===== src/rtl/wifi_mac_header_parser_unit_assert.svh =====
// assertion macros shared by the parser modules
`ifndef WIFI_MAC_HEADER_PARSER_UNIT_ASSERT_SVH
`define WIFI_MAC_HEADER_PARSER_UNIT_ASSERT_SVH

`ifndef SYNTHESIS

// cond holds -> expr holds in the same cycle
`define WMHP_ASSERT_IMPLY(label, clock, resetn, cond, expr) \
    label: assert property (@(posedge clock) disable iff (!resetn) (cond) |-> (expr)) \
        else $error("wmhp assertion failed");

// cond holds -> expr holds in the next cycle
`define WMHP_ASSERT_NEXT(label, clock, resetn, cond, expr) \
    label: assert property (@(posedge clock) disable iff (!resetn) (cond) |=> (expr)) \
        else $error("wmhp assertion failed");

`else

`define WMHP_ASSERT_IMPLY(label, clock, resetn, cond, expr)
`define WMHP_ASSERT_NEXT(label, clock, resetn, cond, expr)

`endif

`endif


===== src/rtl/wmhp_pkg.sv =====
`timescale 1ns / 1ps

package wmhp_pkg;

    // header store: two banks of one maximum header each
    localparam int STORE_DEPTH = 36;
    localparam int NUM_BANKS   = 2;
    localparam int RAM_DEPTH   = NUM_BANKS * STORE_DEPTH;
    localparam int RAM_AW      = $clog2(RAM_DEPTH);
    localparam int BYTE_W      = 8;

    localparam int CNT_W       = 6;
    localparam int KIND_W      = 4;
    localparam int NUM_KINDS   = 11;
    localparam int OFF_W       = 6;
    localparam int VALUE_W     = 48;
    localparam int IDX_W       = 3;
    localparam int STATUS_W    = 3;
    localparam int FTYPE_W     = 2;
    localparam int SUB_W       = 4;
    localparam int HLEN_W      = 6;

    localparam int QUEUE_DEPTH = 2;

    // record kinds
    localparam logic [KIND_W-1:0] KIND_FC          = 4'd0;
    localparam logic [KIND_W-1:0] KIND_DURATION    = 4'd1;
    localparam logic [KIND_W-1:0] KIND_RECEIVER    = 4'd2;
    localparam logic [KIND_W-1:0] KIND_TRANSMITTER = 4'd3;
    localparam logic [KIND_W-1:0] KIND_DEST        = 4'd4;
    localparam logic [KIND_W-1:0] KIND_SOURCE      = 4'd5;
    localparam logic [KIND_W-1:0] KIND_BSSID       = 4'd6;
    localparam logic [KIND_W-1:0] KIND_SEQUENCE    = 4'd7;
    localparam logic [KIND_W-1:0] KIND_QOS         = 4'd8;
    localparam logic [KIND_W-1:0] KIND_HT          = 4'd9;
    localparam logic [KIND_W-1:0] KIND_SUMMARY     = 4'd10;

    // parse status codes
    localparam logic [STATUS_W-1:0] ST_PARSED  = 3'd0;
    localparam logic [STATUS_W-1:0] ST_SHORT   = 3'd1;
    localparam logic [STATUS_W-1:0] ST_VERSION = 3'd2;
    localparam logic [STATUS_W-1:0] ST_LAYOUT  = 3'd3;
    localparam logic [STATUS_W-1:0] ST_FLAGS   = 3'd4;

    // frame types
    localparam logic [FTYPE_W-1:0] TYPE_MGMT    = 2'd0;
    localparam logic [FTYPE_W-1:0] TYPE_CTRL    = 2'd1;
    localparam logic [FTYPE_W-1:0] TYPE_DATA    = 2'd2;
    localparam logic [FTYPE_W-1:0] TYPE_UNKNOWN = 2'd3;

    // one classified run, handed from front to back
    typedef struct packed {
        logic                                bank;
        logic [NUM_KINDS-1:0]                rec_en;
        logic [NUM_KINDS-1:0][OFF_W-1:0]     rec_off;
        logic [STATUS_W-1:0]                 status;
        logic [FTYPE_W-1:0]                  ftype;
        logic [SUB_W-1:0]                    subtype;
        logic [HLEN_W-1:0]                   hdr_len;
    } run_desc_t;

    // back tells front a bank has been read out
    typedef struct packed {
        logic valid;
        logic bank;
    } bank_done_t;

    typedef struct packed {
        logic              en;
        logic [RAM_AW-1:0] addr;
        logic [BYTE_W-1:0] data;
    } ram_wr_t;

    typedef struct packed {
        logic              en;
        logic [RAM_AW-1:0] addr;
    } ram_rd_t;

    // bytes read per record (summary carries no header bytes)
    function automatic logic [IDX_W-1:0] kind_len(input logic [KIND_W-1:0] kind);
        logic [IDX_W-1:0] len;
        unique case (kind)
            KIND_FC, KIND_DURATION, KIND_SEQUENCE, KIND_QOS: len = 3'd2;
            KIND_RECEIVER, KIND_TRANSMITTER, KIND_DEST,
            KIND_SOURCE, KIND_BSSID:                         len = 3'd6;
            KIND_HT:                                         len = 3'd4;
            default:                                         len = 3'd1;
        endcase
        return len;
    endfunction

endpackage


===== src/rtl/wmhp_ram.sv =====
`timescale 1ns / 1ps

module wmhp_ram #(
    parameter int WIDTH = 8,
    parameter int DEPTH = 16
) (
    input  logic                     clk,
    input  logic                     wr_en,
    input  logic [$clog2(DEPTH)-1:0] wr_addr,
    input  logic [WIDTH-1:0]         wr_data,
    input  logic                     rd_en,
    input  logic [$clog2(DEPTH)-1:0] rd_addr,
    output logic [WIDTH-1:0]         rd_data
);

    logic [WIDTH-1:0] mem [DEPTH];

    always_ff @(posedge clk)
    begin
        if (wr_en)
        begin
            mem[wr_addr] <= wr_data;
        end
        if (rd_en)
        begin
            rd_data <= mem[rd_addr];
        end
    end

endmodule


===== src/rtl/wmhp_front.sv =====
`timescale 1ns / 1ps
`include "wifi_mac_header_parser_unit_assert.svh"

module wmhp_front
    import wmhp_pkg::*;
(
    input  logic              clk,
    input  logic              rst_n,
    input  logic              byte_valid,
    output logic              byte_stall,
    input  logic [BYTE_W-1:0] byte_value,
    input  logic              last_byte,
    input  bank_done_t        bank_done,
    output ram_wr_t           ram_wr,
    output logic              push_valid,
    output run_desc_t         push_desc
);

    // byte offsets within the header
    localparam logic [OFF_W-1:0] OFF_DURATION = 6'd2;
    localparam logic [OFF_W-1:0] OFF_ADDR1    = 6'd4;
    localparam logic [OFF_W-1:0] OFF_ADDR2    = 6'd10;
    localparam logic [OFF_W-1:0] OFF_CTRL_HT  = 6'd12;
    localparam logic [OFF_W-1:0] OFF_ADDR3    = 6'd16;
    localparam logic [OFF_W-1:0] OFF_SEQ      = 6'd22;
    localparam logic [OFF_W-1:0] OFF_ADDR4    = 6'd24;

    localparam logic [HLEN_W-1:0] HLEN_CTRL_SHORT = 6'd10;
    localparam logic [HLEN_W-1:0] HLEN_CTRL_LONG  = 6'd16;
    localparam logic [HLEN_W-1:0] HLEN_BASE       = 6'd24;
    localparam logic [HLEN_W-1:0] HLEN_ADDR4      = 6'd6;
    localparam logic [HLEN_W-1:0] HLEN_QOS        = 6'd2;
    localparam logic [HLEN_W-1:0] HLEN_HT         = 6'd4;

    localparam logic [CNT_W-1:0] N_FC  = 6'd2;
    localparam logic [CNT_W-1:0] N_DUR = 6'd4;

    // subtype codes
    localparam logic [SUB_W-1:0] SUB_MGMT_RSVD_LO  = 4'd7;
    localparam logic [SUB_W-1:0] SUB_MGMT_RSVD_HI  = 4'd15;
    localparam logic [SUB_W-1:0] SUB_CTRL_NDPA     = 4'd5;
    localparam logic [SUB_W-1:0] SUB_CTRL_WRAPPER  = 4'd7;
    localparam logic [SUB_W-1:0] SUB_CTRL_PS_POLL  = 4'd10;
    localparam logic [SUB_W-1:0] SUB_CTRL_CTS      = 4'd12;
    localparam logic [SUB_W-1:0] SUB_CTRL_ACK      = 4'd13;
    localparam logic [SUB_W-1:0] SUB_CTRL_CF_END   = 4'd14;
    localparam logic [SUB_W-1:0] SUB_CTRL_CF_END_A = 4'd15;
    localparam logic [SUB_W-1:0] SUB_DATA_RSVD     = 4'd13;

    localparam int FC_TO_DS_BIT   = 8;
    localparam int FC_FROM_DS_BIT = 9;
    localparam int FC_ORDER_BIT   = 15;
    localparam int FC_QOS_SUB_BIT = 3;

    logic [CNT_W-1:0] count_reg, count_next;
    logic             discard_reg, discard_next;
    logic             wbank_reg, wbank_next;
    logic [1:0]       busy_reg, busy_next;
    logic [15:0]      fc_reg;

    logic              accept;
    logic [CNT_W-1:0]  n_bytes;
    logic [15:0]       fc_now;
    logic              have_fc, ver_bad, type_ok, known, to_ds, from_ds, order;
    logic [FTYPE_W-1:0] ftype_raw;
    logic [SUB_W-1:0]  sub_raw;
    logic [HLEN_W-1:0] hlen;
    logic [OFF_W-1:0]  qos_off, ht_off;
    logic [STATUS_W-1:0] status;
    logic              more_dur, dur_ok, emit;
    logic [NUM_KINDS-1:0]            rec_en;
    logic [NUM_KINDS-1:0][OFF_W-1:0] rec_off;

    assign byte_stall = !discard_reg && busy_reg[wbank_reg];
    assign accept     = byte_valid && !byte_stall;
    assign n_bytes    = count_reg + CNT_W'(1);

    // frame control as it stands with this byte included
    assign fc_now = {(count_reg == CNT_W'(1)) ? byte_value : fc_reg[15:8],
                     (count_reg == '0)        ? byte_value : fc_reg[7:0]};

    always_comb
    begin
        have_fc   = n_bytes >= N_FC;
        ver_bad   = fc_now[1:0] != 2'b00;
        ftype_raw = fc_now[3:2];
        sub_raw   = fc_now[7:4];
        to_ds     = fc_now[FC_TO_DS_BIT];
        from_ds   = fc_now[FC_FROM_DS_BIT];
        order     = fc_now[FC_ORDER_BIT];
        type_ok   = have_fc && !ver_bad && (ftype_raw != TYPE_UNKNOWN);

        unique case (ftype_raw)
            TYPE_MGMT:    known = (sub_raw != SUB_MGMT_RSVD_LO) && (sub_raw != SUB_MGMT_RSVD_HI);
            TYPE_CTRL:    known = (sub_raw == SUB_CTRL_NDPA) || (sub_raw >= SUB_CTRL_WRAPPER);
            TYPE_DATA:    known = sub_raw != SUB_DATA_RSVD;
            TYPE_UNKNOWN: known = 1'b0;
        endcase

        // header length and optional field offsets
        qos_off = '0;
        ht_off  = '0;
        if (ftype_raw == TYPE_CTRL)
        begin
            hlen = ((sub_raw == SUB_CTRL_CTS) || (sub_raw == SUB_CTRL_ACK)) ?
                   HLEN_CTRL_SHORT : HLEN_CTRL_LONG;
            if (sub_raw == SUB_CTRL_WRAPPER)
            begin
                ht_off = OFF_CTRL_HT;
            end
        end
        else
        begin
            hlen = HLEN_BASE;
            if (ftype_raw == TYPE_DATA)
            begin
                if (to_ds && from_ds)
                begin
                    hlen = hlen + HLEN_ADDR4;
                end
                if (sub_raw[FC_QOS_SUB_BIT])
                begin
                    qos_off = hlen;
                    hlen    = hlen + HLEN_QOS;
                    if (order)
                    begin
                        ht_off = hlen;
                        hlen   = hlen + HLEN_HT;
                    end
                end
            end
            else if (order)
            begin
                ht_off = hlen;
                hlen   = hlen + HLEN_HT;
            end
        end

        priority if (!have_fc)
            status = ST_SHORT;
        else if (ver_bad)
            status = ST_VERSION;
        else if (ftype_raw == TYPE_UNKNOWN || !known)
            status = ST_LAYOUT;
        else if (ftype_raw != TYPE_DATA && (to_ds || from_ds))
            status = ST_FLAGS;
        else if (n_bytes >= hlen)
            status = ST_PARSED;
        else
            status = ST_SHORT;

        more_dur = type_ok && (n_bytes < N_DUR);
        dur_ok   = type_ok && (n_bytes >= N_DUR);
        emit     = last_byte || ((status != ST_SHORT) && !more_dur);

        // record list
        rec_en  = '0;
        rec_off = '0;
        rec_en[KIND_FC]       = have_fc;
        rec_en[KIND_DURATION] = dur_ok;
        rec_en[KIND_SUMMARY]  = 1'b1;
        rec_off[KIND_DURATION] = OFF_DURATION;
        rec_off[KIND_SEQUENCE] = OFF_SEQ;
        rec_off[KIND_QOS]      = qos_off;
        rec_off[KIND_HT]       = ht_off;
        if (status == ST_PARSED)
        begin
            rec_en[KIND_RECEIVER]  = 1'b1;
            rec_off[KIND_RECEIVER] = OFF_ADDR1;
            rec_en[KIND_QOS]       = qos_off != '0;
            rec_en[KIND_HT]        = ht_off != '0;
            if (ftype_raw == TYPE_CTRL)
            begin
                rec_en[KIND_DEST]  = 1'b1;
                rec_off[KIND_DEST] = OFF_ADDR1;
                if (sub_raw != SUB_CTRL_WRAPPER && hlen == HLEN_CTRL_LONG)
                begin
                    rec_en[KIND_TRANSMITTER]  = 1'b1;
                    rec_en[KIND_SOURCE]       = 1'b1;
                    rec_off[KIND_TRANSMITTER] = OFF_ADDR2;
                    rec_off[KIND_SOURCE]      = OFF_ADDR2;
                    if (sub_raw == SUB_CTRL_PS_POLL)
                    begin
                        rec_en[KIND_BSSID]  = 1'b1;
                        rec_off[KIND_BSSID] = OFF_ADDR1;
                    end
                    else if (sub_raw == SUB_CTRL_CF_END || sub_raw == SUB_CTRL_CF_END_A)
                    begin
                        rec_en[KIND_BSSID]  = 1'b1;
                        rec_off[KIND_BSSID] = OFF_ADDR2;
                    end
                end
            end
            else
            begin
                rec_en[KIND_TRANSMITTER]  = 1'b1;
                rec_en[KIND_DEST]         = 1'b1;
                rec_en[KIND_SOURCE]       = 1'b1;
                rec_en[KIND_SEQUENCE]     = 1'b1;
                rec_off[KIND_TRANSMITTER] = OFF_ADDR2;
                priority if (!to_ds && !from_ds)
                begin
                    rec_en[KIND_BSSID]  = 1'b1;
                    rec_off[KIND_DEST]  = OFF_ADDR1;
                    rec_off[KIND_SOURCE] = OFF_ADDR2;
                    rec_off[KIND_BSSID] = OFF_ADDR3;
                end
                else if (to_ds && from_ds)
                begin
                    rec_off[KIND_DEST]   = OFF_ADDR3;
                    rec_off[KIND_SOURCE] = OFF_ADDR4;
                end
                else if (to_ds)
                begin
                    rec_en[KIND_BSSID]   = 1'b1;
                    rec_off[KIND_DEST]   = OFF_ADDR3;
                    rec_off[KIND_SOURCE] = OFF_ADDR2;
                    rec_off[KIND_BSSID]  = OFF_ADDR1;
                end
                else
                begin
                    rec_en[KIND_BSSID]   = 1'b1;
                    rec_off[KIND_DEST]   = OFF_ADDR1;
                    rec_off[KIND_SOURCE] = OFF_ADDR3;
                    rec_off[KIND_BSSID]  = OFF_ADDR2;
                end
            end
        end
    end

    always_comb
    begin
        push_desc.bank    = wbank_reg;
        push_desc.rec_en  = rec_en;
        push_desc.rec_off = rec_off;
        push_desc.status  = status;
        push_desc.ftype   = type_ok ? ftype_raw : TYPE_UNKNOWN;
        push_desc.subtype = (have_fc && !ver_bad) ? sub_raw : '0;
        push_desc.hdr_len = ((status == ST_PARSED) || (status == ST_SHORT && have_fc)) ?
                            hlen : '0;
    end

    assign push_valid = accept && !discard_reg && emit;

    always_comb
    begin
        ram_wr.en   = accept && !discard_reg;
        ram_wr.addr = (wbank_reg ? RAM_AW'(STORE_DEPTH) : '0) + RAM_AW'(count_reg);
        ram_wr.data = byte_value;
    end

    always_comb
    begin
        count_next   = count_reg;
        discard_next = discard_reg;
        wbank_next   = wbank_reg;
        busy_next    = busy_reg;
        if (bank_done.valid)
        begin
            busy_next[bank_done.bank] = 1'b0;
        end
        if (accept)
        begin
            if (discard_reg)
            begin
                if (last_byte)
                begin
                    discard_next = 1'b0;
                    count_next   = '0;
                end
            end
            else if (emit)
            begin
                count_next           = '0;
                discard_next         = !last_byte;
                wbank_next           = !wbank_reg;
                busy_next[wbank_reg] = 1'b1;
            end
            else
            begin
                count_next = n_bytes;
            end
        end
    end

    always_ff @(posedge clk or negedge rst_n)
    begin
        if (!rst_n)
        begin
            count_reg   <= '0;
            discard_reg <= 1'b0;
            wbank_reg   <= 1'b0;
            busy_reg    <= '0;
        end
        else
        begin
            count_reg   <= count_next;
            discard_reg <= discard_next;
            wbank_reg   <= wbank_next;
            busy_reg    <= busy_next;
        end
    end

    always_ff @(posedge clk)
    begin
        if (accept && !discard_reg)
        begin
            fc_reg <= fc_now;
        end
    end

    `WMHP_ASSERT_IMPLY(a_discard_empty, clk, rst_n, discard_reg, count_reg == '0)
    `WMHP_ASSERT_IMPLY(a_count_bound, clk, rst_n, 1'b1, count_reg < CNT_W'(STORE_DEPTH))

endmodule


===== src/rtl/wmhp_queue.sv =====
`timescale 1ns / 1ps
`include "wifi_mac_header_parser_unit_assert.svh"

module wmhp_queue
    import wmhp_pkg::*;
(
    input  logic      clk,
    input  logic      rst_n,
    input  logic      push,
    input  run_desc_t push_desc,
    input  logic      pop,
    output logic      head_valid,
    output run_desc_t head_desc
);

    localparam int PTR_W = $clog2(QUEUE_DEPTH);
    localparam int CNT_QW = $clog2(QUEUE_DEPTH + 1);

    run_desc_t         entry_reg [QUEUE_DEPTH];
    logic [PTR_W-1:0]  wr_ptr_reg, wr_ptr_next;
    logic [PTR_W-1:0]  rd_ptr_reg, rd_ptr_next;
    logic [CNT_QW-1:0] count_reg, count_next;

    assign head_valid = count_reg != '0;
    assign head_desc  = entry_reg[rd_ptr_reg];

    always_comb
    begin
        wr_ptr_next = wr_ptr_reg;
        rd_ptr_next = rd_ptr_reg;
        count_next  = count_reg;
        if (push)
        begin
            wr_ptr_next = (wr_ptr_reg == PTR_W'(QUEUE_DEPTH - 1)) ? '0 : wr_ptr_reg + PTR_W'(1);
        end
        if (pop)
        begin
            rd_ptr_next = (rd_ptr_reg == PTR_W'(QUEUE_DEPTH - 1)) ? '0 : rd_ptr_reg + PTR_W'(1);
        end
        if (push && !pop)
        begin
            count_next = count_reg + CNT_QW'(1);
        end
        else if (pop && !push)
        begin
            count_next = count_reg - CNT_QW'(1);
        end
    end

    always_ff @(posedge clk or negedge rst_n)
    begin
        if (!rst_n)
        begin
            wr_ptr_reg <= '0;
            rd_ptr_reg <= '0;
            count_reg  <= '0;
        end
        else
        begin
            wr_ptr_reg <= wr_ptr_next;
            rd_ptr_reg <= rd_ptr_next;
            count_reg  <= count_next;
        end
    end

    always_ff @(posedge clk)
    begin
        if (push)
        begin
            entry_reg[wr_ptr_reg] <= push_desc;
        end
    end

    `WMHP_ASSERT_IMPLY(a_no_overflow, clk, rst_n, push, count_reg != CNT_QW'(QUEUE_DEPTH))

endmodule


===== src/rtl/wmhp_back.sv =====
`timescale 1ns / 1ps
`include "wifi_mac_header_parser_unit_assert.svh"

module wmhp_back
    import wmhp_pkg::*;
(
    input  logic                clk,
    input  logic                rst_n,
    input  logic                q_valid,
    input  run_desc_t           q_desc,
    output logic                q_pop,
    output ram_rd_t             ram_rd,
    input  logic [BYTE_W-1:0]   ram_data,
    output bank_done_t          bank_done,
    output logic                record_valid,
    input  logic                record_stall,
    output logic [KIND_W-1:0]   record_kind,
    output logic [VALUE_W-1:0]  record_value,
    output logic [STATUS_W-1:0] parse_status,
    output logic [FTYPE_W-1:0]  frame_type,
    output logic [SUB_W-1:0]    frame_subtype,
    output logic [HLEN_W-1:0]   header_bytes,
    output logic                run_end
);

    // current run
    run_desc_t            job_reg, job_next;
    logic                 job_valid_reg, job_valid_next;
    logic [NUM_KINDS-1:0] rem_reg, rem_next;
    logic [IDX_W-1:0]     idx_reg, idx_next;

    // read data stage
    logic                 p2_valid_reg, p2_valid_next;
    logic [KIND_W-1:0]    p2_kind_reg, p2_kind_next;
    logic [IDX_W-1:0]     p2_idx_reg, p2_idx_next;
    logic                 p2_last_reg, p2_last_next;
    logic [STATUS_W-1:0]  p2_status_reg, p2_status_next;
    logic [FTYPE_W-1:0]   p2_ftype_reg, p2_ftype_next;
    logic [SUB_W-1:0]     p2_sub_reg, p2_sub_next;
    logic [HLEN_W-1:0]    p2_hlen_reg, p2_hlen_next;
    logic [VALUE_W-1:0]   acc_reg, acc_next;

    // output register
    logic                 out_valid_reg, out_valid_next;
    logic [KIND_W-1:0]    out_kind_reg, out_kind_next;
    logic [VALUE_W-1:0]   out_value_reg, out_value_next;
    logic [STATUS_W-1:0]  out_status_reg, out_status_next;
    logic [FTYPE_W-1:0]   out_ftype_reg, out_ftype_next;
    logic [SUB_W-1:0]     out_sub_reg, out_sub_next;
    logic [HLEN_W-1:0]    out_hlen_reg, out_hlen_next;
    logic                 out_end_reg, out_end_next;

    logic                 advance, issue, issue_last, finish, load;
    logic [KIND_W-1:0]    cur_kind;
    logic [IDX_W-1:0]     cur_len;
    logic [BYTE_W-1:0]    byte_in;
    logic [VALUE_W-1:0]   acc_merge;
    logic                 p2_is_summary;

    // lowest pending kind goes next
    always_comb
    begin
        cur_kind = KIND_SUMMARY;
        for (int k = NUM_KINDS - 1; k >= 0; k--)
        begin
            if (rem_reg[k])
            begin
                cur_kind = KIND_W'(k);
            end
        end
    end

    assign cur_len    = kind_len(cur_kind);
    assign issue_last = idx_reg == (cur_len - IDX_W'(1));
    assign advance    = !out_valid_reg || !record_stall;
    assign issue      = advance && job_valid_reg;
    assign finish     = issue && issue_last && (cur_kind == KIND_SUMMARY);
    assign load       = !job_valid_reg || finish;
    assign q_pop      = load && q_valid;

    always_comb
    begin
        ram_rd.en   = issue;
        ram_rd.addr = (job_reg.bank ? RAM_AW'(STORE_DEPTH) : '0)
                    + RAM_AW'(job_reg.rec_off[cur_kind]) + RAM_AW'(idx_reg);
        bank_done.valid = finish;
        bank_done.bank  = job_reg.bank;
    end

    assign p2_is_summary = p2_kind_reg == KIND_SUMMARY;
    assign byte_in       = p2_is_summary ? '0 : ram_data;

    always_comb
    begin
        acc_merge = (p2_idx_reg == '0) ? '0 : acc_reg;
        acc_merge[{p2_idx_reg, 3'b000} +: BYTE_W] = byte_in;
    end

    always_comb
    begin
        job_next       = job_reg;
        job_valid_next = job_valid_reg;
        rem_next       = rem_reg;
        idx_next       = idx_reg;
        if (issue)
        begin
            if (issue_last)
            begin
                idx_next           = '0;
                rem_next[cur_kind] = 1'b0;
            end
            else
            begin
                idx_next = idx_reg + IDX_W'(1);
            end
        end
        if (load)
        begin
            job_valid_next = q_valid;
            if (q_valid)
            begin
                job_next = q_desc;
                rem_next = q_desc.rec_en;
                idx_next = '0;
            end
        end
    end

    always_comb
    begin
        p2_valid_next  = p2_valid_reg;
        p2_kind_next   = p2_kind_reg;
        p2_idx_next    = p2_idx_reg;
        p2_last_next   = p2_last_reg;
        p2_status_next = p2_status_reg;
        p2_ftype_next  = p2_ftype_reg;
        p2_sub_next    = p2_sub_reg;
        p2_hlen_next   = p2_hlen_reg;
        acc_next       = acc_reg;
        if (advance)
        begin
            p2_valid_next  = issue;
            p2_kind_next   = cur_kind;
            p2_idx_next    = idx_reg;
            p2_last_next   = issue_last;
            p2_status_next = job_reg.status;
            p2_ftype_next  = job_reg.ftype;
            p2_sub_next    = job_reg.subtype;
            p2_hlen_next   = job_reg.hdr_len;
            if (p2_valid_reg)
            begin
                acc_next = acc_merge;
            end
        end
    end

    always_comb
    begin
        out_valid_next  = out_valid_reg;
        out_kind_next   = out_kind_reg;
        out_value_next  = out_value_reg;
        out_status_next = out_status_reg;
        out_ftype_next  = out_ftype_reg;
        out_sub_next    = out_sub_reg;
        out_hlen_next   = out_hlen_reg;
        out_end_next    = out_end_reg;
        if (advance)
        begin
            out_valid_next = p2_valid_reg && p2_last_reg;
            if (p2_valid_reg && p2_last_reg)
            begin
                out_kind_next   = p2_kind_reg;
                out_value_next  = acc_merge;
                out_status_next = p2_is_summary ? p2_status_reg : '0;
                out_ftype_next  = p2_is_summary ? p2_ftype_reg : '0;
                out_sub_next    = p2_is_summary ? p2_sub_reg : '0;
                out_hlen_next   = p2_is_summary ? p2_hlen_reg : '0;
                out_end_next    = p2_is_summary;
            end
        end
    end

    always_ff @(posedge clk or negedge rst_n)
    begin
        if (!rst_n)
        begin
            job_valid_reg <= 1'b0;
            rem_reg       <= '0;
            idx_reg       <= '0;
            p2_valid_reg  <= 1'b0;
            out_valid_reg <= 1'b0;
        end
        else
        begin
            job_valid_reg <= job_valid_next;
            rem_reg       <= rem_next;
            idx_reg       <= idx_next;
            p2_valid_reg  <= p2_valid_next;
            out_valid_reg <= out_valid_next;
        end
    end

    always_ff @(posedge clk)
    begin
        job_reg        <= job_next;
        p2_kind_reg    <= p2_kind_next;
        p2_idx_reg     <= p2_idx_next;
        p2_last_reg    <= p2_last_next;
        p2_status_reg  <= p2_status_next;
        p2_ftype_reg   <= p2_ftype_next;
        p2_sub_reg     <= p2_sub_next;
        p2_hlen_reg    <= p2_hlen_next;
        acc_reg        <= acc_next;
        out_kind_reg   <= out_kind_next;
        out_value_reg  <= out_value_next;
        out_status_reg <= out_status_next;
        out_ftype_reg  <= out_ftype_next;
        out_sub_reg    <= out_sub_next;
        out_hlen_reg   <= out_hlen_next;
        out_end_reg    <= out_end_next;
    end

    assign record_valid  = out_valid_reg;
    assign record_kind   = out_kind_reg;
    assign record_value  = out_value_reg;
    assign parse_status  = out_status_reg;
    assign frame_type    = out_ftype_reg;
    assign frame_subtype = out_sub_reg;
    assign header_bytes  = out_hlen_reg;
    assign run_end       = out_end_reg;

    `WMHP_ASSERT_IMPLY(a_summary_pending, clk, rst_n, job_valid_reg, rem_reg[KIND_SUMMARY])
    `WMHP_ASSERT_NEXT(a_summary_follows, clk, rst_n, finish, p2_valid_reg && p2_is_summary)

endmodule


===== src/rtl/wifi_mac_header_parser_unit.sv =====
`timescale 1ns / 1ps

// channel   direction  handshake                  payload
// byte      in         byte_valid / byte_stall    byte_value[7:0], last_byte
// record    out        record_valid / record_stall record_kind[3:0], record_value[47:0],
//                                                 parse_status, frame_type,
//                                                 frame_subtype, header_bytes, run_end
//
// one byte is taken per cycle while byte_stall is low; the front writes it into one bank of the header ram
// each record is gathered byte by byte from its field (summary one byte), via the single ram read port
// bytes stall only when the next frame would fall into a bank not yet read out
// a stalled record holds the back, so bytes stall once both banks are waiting on it
// reset clears all control state; the header ram needs no clearing pass

module wifi_mac_header_parser_unit
    import wmhp_pkg::*;
(
    input  logic                clk,
    input  logic                rst_n,
    input  logic                byte_valid,
    output logic                byte_stall,
    input  logic [BYTE_W-1:0]   byte_value,
    input  logic                last_byte,
    output logic                record_valid,
    input  logic                record_stall,
    output logic [KIND_W-1:0]   record_kind,
    output logic [VALUE_W-1:0]  record_value,
    output logic [STATUS_W-1:0] parse_status,
    output logic [FTYPE_W-1:0]  frame_type,
    output logic [SUB_W-1:0]    frame_subtype,
    output logic [HLEN_W-1:0]   header_bytes,
    output logic                run_end
);

    // front to queue
    logic        push_valid;
    run_desc_t   push_desc;

    // queue to back
    logic        q_valid;
    logic        q_pop;
    run_desc_t   q_desc;

    // header ram ports
    ram_wr_t     ram_wr;
    ram_rd_t     ram_rd;
    logic [BYTE_W-1:0] ram_data;

    // back hands a bank back to the front once its run is read out
    bank_done_t  bank_done;

    // front: stores header bytes, classifies the frame, decides when the run goes out
    wmhp_front u_front (
        .clk        (clk),
        .rst_n      (rst_n),
        .byte_valid (byte_valid),
        .byte_stall (byte_stall),
        .byte_value (byte_value),
        .last_byte  (last_byte),
        .bank_done  (bank_done),
        .ram_wr     (ram_wr),
        .push_valid (push_valid),
        .push_desc  (push_desc)
    );

    // short run queue between the two halves
    wmhp_queue u_queue (
        .clk        (clk),
        .rst_n      (rst_n),
        .push       (push_valid),
        .push_desc  (push_desc),
        .pop        (q_pop),
        .head_valid (q_valid),
        .head_desc  (q_desc)
    );

    // double-banked header store
    wmhp_ram #(
        .WIDTH (BYTE_W),
        .DEPTH (RAM_DEPTH)
    ) u_store (
        .clk     (clk),
        .wr_en   (ram_wr.en),
        .wr_addr (ram_wr.addr),
        .wr_data (ram_wr.data),
        .rd_en   (ram_rd.en),
        .rd_addr (ram_rd.addr),
        .rd_data (ram_data)
    );

    // back: walks the record list of each run, gathering field bytes
    wmhp_back u_back (
        .clk           (clk),
        .rst_n         (rst_n),
        .q_valid       (q_valid),
        .q_desc        (q_desc),
        .q_pop         (q_pop),
        .ram_rd        (ram_rd),
        .ram_data      (ram_data),
        .bank_done     (bank_done),
        .record_valid  (record_valid),
        .record_stall  (record_stall),
        .record_kind   (record_kind),
        .record_value  (record_value),
        .parse_status  (parse_status),
        .frame_type    (frame_type),
        .frame_subtype (frame_subtype),
        .header_bytes  (header_bytes),
        .run_end       (run_end)
    );

endmodule


===== config.mk =====
export PLATFORM = sky130hd
export DESIGN_NAME = wifi_mac_header_parser_unit
export DESIGN_NICKNAME = d
export VERILOG_FILES = /design/src/rtl/wmhp_pkg.sv /design/src/rtl/wmhp_ram.sv /design/src/rtl/wmhp_front.sv /design/src/rtl/wmhp_queue.sv /design/src/rtl/wmhp_back.sv /design/src/rtl/wifi_mac_header_parser_unit.sv
export VERILOG_INCLUDE_DIRS = /design/src /design/src/rtl
export SDC_FILE = /design/constraint.sdc
export NUM_CORES = 1
export LEC_CHECK = 0
export BUFFER_PORTS_ARGS = -buffer_cell sky130_fd_sc_hd__buf_4
export CAP_MARGIN = 20
export CORE_MARGIN = 4
export CORE_UTILIZATION = 55
export DETAILED_ROUTE_END_ITERATION = 10
export PLACE_DENSITY_LB_ADDON = 0.2
export SYNTH_ARGS = -nofsm -noshare
export SYNTH_HDL_FRONTEND = slang
export SYNTH_HIERARCHICAL = 1
export SYNTH_SLANG_ARGS = --single-unit

===== constraint.sdc =====
create_clock -name clk -period 9.58 [get_ports clk]
set_input_delay 0.479 -clock clk [delete_from_list [all_inputs] [get_ports clk]]
set_output_delay 0.479 -clock clk [all_outputs]
set_load 0.005 [all_outputs]

# Word-level counts from Yosys, hierarchy flattened
# Memory sizes are Yosys's and may differ from the RTL's. A register that Yosys moved wholly into a read port is not among the register bits.
# Cells that the tools add are included.
# word_totals
ff_bits	268
mem_bits_rw	712
rom_bits	48
in_bits	13
output_inout_bits	70
n_memories	3
# mem_list
name	depth	word_bits	rd	rd_ports_with_merged_regs	write_ports	line	rtl
u_store.mem	72	8	1	1	1	wmhp_ram.sv:16	logic [WIDTH-1:0] mem [DEPTH];
u_queue.entry_reg	2	68	1	0	1	wmhp_queue.sv:19	run_desc_t entry_reg [QUEUE_DEPTH];
(name not given)	16	3	1	0	0	wmhp_pkg.sv:82	unique case (kind)
# classes
addsub	13
magnitude_cmp	11
eq_ne	23
shift	2
n_mux	99
bitwise_logic	6
reduce_logical	63
# ops
cell	count
$mux 6	22
$mux 4	13
$bwmux 48	1
$mux 48	1
$shift 8x8->48 const A	1
$shiftx 8x8->48	1
$mux 11	4
$mux 8	4
$mux 3	10
$mux 30	1
$eq 4x4->1 const B	7
$logic_and 1x1->1	25
$bmux 6 s4	1
$mux 12	2
$mux 24	1
$mux 1	21
$mux 2	10
$mux 18	1
$mux 16	1
$add 7x6->7	2
$logic_not 1->1	14
$reduce_bool 6->1	2
$and 11x11->11	1
$not 11->11	1
45 further kinds	70

# Depth between registers and ports, before layout
# logic_depth
word_depth	26
depth_mapped	21
mapped_depth_nobuf	20

# Modules after synthesis
# Netlist, hierarchy kept.
# modules_own_cells
mod	n_inst	cells_per_inst	area_per_inst_um2	seq_area_each_um2
wmhp_ram	1	1026	22708.0	17536.8
wmhp_back	1	614	9462.8	7036.7
wmhp_queue	1	304	6905.4	5685.5
wmhp_front	1	339	2702.6	580.6

# Worst setup path after synthesis
# Ideal clock, no wire load.
# synth_timing
path_kind	register -> register
from	register u_front.count_reg[2]
to	memory u_queue/entry_reg[0][0] in the netlist's numbering, enable pin
setup_ns	0.556
arrival_ns	7.611
required_time_ns	9.024
path_slack_ns	1.413
path_stages_with_launch	16
n_path_buf	2
path_cell_list	dfrtp_1 buf_6 or4_4 buf_6 nor2_4 mux2i_1 mux2_1 a32oi_1 ha_1 o21ai_0 a31o_2 a21oi_1 a211oi_4 or2_1 a21oi_1 nor2b_1
# synth_between
elab_chain_len	24
# synth_rtl
element	line	rtl
start: declaration	wmhp_front.sv:55	logic [CNT_W-1:0] count_reg, count_next;
start signal: assignment	wmhp_front.sv:297	count_reg <= count_next;
$eq 6x1->1	wmhp_front.sv:79	assign fc_now = {(count_reg == CNT_W'(1)) ? byte_value : fc_reg[15:8],
$mux 8	wmhp_front.sv:79	
$logic_and 1x1->1	wmhp_front.sv:117	if (to_ds && from_ds)
$mux 3	wmhp_front.sv:117	
$mux 6	wmhp_front.sv:115	if (ftype_raw == TYPE_DATA)
$mux 6	wmhp_front.sv:103	if (ftype_raw == TYPE_CTRL)
$add 6x2->6	wmhp_front.sv:124	hlen = hlen + HLEN_QOS;
$add 6x3->6	wmhp_front.sv:128	hlen = hlen + HLEN_HT;
[... 9 more ...]	-	
$mux 3	wmhp_front.sv:139	priority if (!have_fc)
$ne 3x1->1	wmhp_front.sv:154	emit = last_byte || ((status != ST_SHORT) && !more_dur);
$logic_and 1x1->1 (*)	wmhp_front.sv:154	
$logic_or 1x1->1 (*)	wmhp_front.sv:154	
$logic_and 1x1->1 (*)	wmhp_front.sv:243	assign push_valid = accept && !discard_reg && emit;
net push_valid	wifi_mac_header_parser_unit.sv:36	logic push_valid;
$mux 1 (*)	wmhp_queue.sv:68	if (push)
$mux 1 (not written as such) (*)	wmhp_queue.sv:70	entry_reg[wr_ptr_reg] <= push_desc;
end: declaration	wmhp_queue.sv:19	
# Mark *: on every way through the listed nets, which the timed path passes. The rest lies on a longest branch. The select of a mux whose other input is x is not followed.

==> parameters.txt <==
Parameter                              Value

Status
  Result of the run ... finished clean

Floorplanning
  Core outline area ... 74800 um2
  Die span in y ... 283 um
  Initial core utilization ... 55.7%
  Top-Level Pins ... 83
  Total Die Area ... 80300 um2
  Num rows ... 100
  Width of the die ... 283 um

GRT
  Largest net degree at the start of global routing ... 80
  All-layer global routing usage ... 22.0%
  Via count of the first global-routing pass ... 20885
  Wire length of the first global-routing pass ... 134000 um
  Antenna violations before repair ... 1
  Grt ovf ... 0

Final layout
  Number of fill cells in the layout ... 5281
  Final cell count without fillers ... 3415
  Combined area of the multi-input logic cells ... 9810 um2
  Nets ... 2402
  Share of final-layout standard cells stronger than drive strength 1 ... 22.9%
  Post-synthesis to final-layout area growth ... 10.5%
  Flip-flop and latch area ... 30800 um2
  Max reg flops ... 576

Synth
  Number of synthesis warnings ... 6
  Summed instance area of the synthesized netlist ... 41700 um2
  Count of mapped cells out of synthesis ... 2279
  Mean instance size in the synthesized netlist ... 18.3 um2

Drt
  WL per Instance ... 26.0 um
  DRC violation total after the first TritonRoute iteration ... 2160
  Post-route DRC violation count ... 0
  Post-route ant nets ... 0
  Pre-Repair DR Iteration Count ... 6
  Via count ... 20927
  Ratio of routed vias to standard cells ... 6.13
  Wire length reported by the detailed router ... 88700 um

Run
  Max Cap Viol ... 0

Critical path
  Capturing element type of the critical path ... flip-flop
  Startpoint types ... flip-flop
  Setup Crit Path Kind ... reg2reg
  Worst-path fanout max ... 38
  Data arrival at the endpoint of the critical path ... 6.67 ns
  Required time at the endpoint of the critical path ... 9.95 ns

Clock network
  Clk slew on worst S/H paths ... 0.06 ns
  Root Driver ... sky130_fd_sc_hd__clkbuf_16
  TritonCTS clock tree ... done
  Clock Latency Late Sink ... 0.67 ns
  Number of buffers on the longest clock path ... 3
  Total CTS buffers ... 101
  Sink count of the clock tree ... 1030
  Number of levels the H-tree was split into ... 3

Timing
  Tcrit/Tclk final ... 65.7%
  Achievable frequency ... 159 MHz
  Total count of max-transition violations in the final report ... 0
  Tightest Pin Transition ... 1.18 ns
  Post-layout min period ... 6.30 ns
  Headroom to the max-slew limit ... 21.1%
  RSZ-0062 raised after global routing ... no
  Clock tree skew after final layout ... 0.0250 ns
  Setup TNS after final layout ... 0 ns
  Setup-violating endpoint count in the final report ... 0
  Final hold violation count ... 0

Place
  Number of buffer cells added on primary ports ... 82
  Routability congestion estimate ... 0.860
  Count of placed standard cells including taps ... 3226
  DP Wirelength ... 54600 um

Min path
  Worst hold path type ... in2reg
## per-layer routing
layer,track usage [%],wire length [um],vias up,share of wire (%)
met4,6.10,1990,0,2.2
met3,4.04,6300,130,7.1
met1,33.1,38800,10865,44
met5,0,0,-,0
met2,33.8,41500,825,47
li1,-,-,9107,-
## placed cells by master (no fill, tap or decap), drive strengths merged, types with 8 or more instances in the layout
cell type / count
nand2: 95
and2: 25
conb: 46
buf: 102
nand4: 13
a221oi: 18
o21ai: 71
nand3b: 39
nor2b: 17
nor2: 135
nand3: 38
mux2: 117
edfxtp: 1000
o22ai: 15
a21oi: 27
nor3: 17
xnor2: 12
mux2i: 36
and3: 8
dfrtp: 30
mux4: 152
nand2b: 29
or2: 9
a32oi: 10
ha: 24
clkbuf: 122
inv: 62
o211ai: 9
clkinv: 46
## repair_timing
action / 4_1_cts / 5_1_grt
hold buffers: 1 / 0
buffers inserted: 0 / 0
endpoints found under the hold margin: 30 / 0
gates resized for setup: 0 / 0
## layout make-up
cell class	instances	area share [%]
diodes	1	0.00543
repair buffers	103	1.77
well taps	969	2.63
clock buffers	122	5.72
multi-input cells	1070	21.3
flip-flops and latches	1030	66.8
clock inverters	63	1.34
inverters	57	0.467
## through the flow
step                setup WS (ns)  instance area [um2]  hold WS (ns)  utilization [%]
global placement             3.38                42800         0.403             57.2
detailed placement           3.32                42800         0.407             57.2
CTS                          3.29                46100        0.0264             61.6
finish                       3.28                46100        0.0681             61.6
floorplan                    1.46                41900         0.183                -
global route                 2.95                46100        0.0542             61.6
## worst max-delay path: stages (launching register included)
cell and delay (ns):
sky130_fd_sc_hd__dfrtp_1 0.44, sky130_fd_sc_hd__or4b_4 0.60, sky130_fd_sc_hd__a221oi_2 0.73, sky130_fd_sc_hd__inv_1 0.32, sky130_fd_sc_hd__nor2_1 0.15, sky130_fd_sc_hd__o21ai_0 0.15
sky130_fd_sc_hd__o211a_1 0.22, sky130_fd_sc_hd__ha_4 0.65, sky130_fd_sc_hd__buf_4 0.71, sky130_fd_sc_hd__mux4_1 0.64, sky130_fd_sc_hd__mux4_2 0.49, sky130_fd_sc_hd__nand2b_1 0.22
sky130_fd_sc_hd__a32oi_1 0.42, sky130_fd_sc_hd__nand3_1 0.17
## path summary, 6_finish.rpt
check | depth (start not counted) | startpoint | to | slack [ns]
max in group asynchronous | 2 | rst_n | u_queue/rd_ptr_reg | 8.89
min reg2reg | 0 | u_back/job_reg[10] | u_back/p2_ftype_reg[0] | 0.42
max reg2reg | 13 | u_back/rem_reg[8] | u_store/rd_data[7] | 3.28
max | 13 | u_back/rem_reg[8] | u_store/rd_data[7] | 3.28
min in group asynchronous | 2 | rst_n | u_back/rem_reg[3] | 0.33
min | 2 | record_stall | u_back/record_valid | 0.07
Power is left out: the tool's default activity adds up to more than one toggle a clock period on the data nets, which glitch-free logic cannot reach.
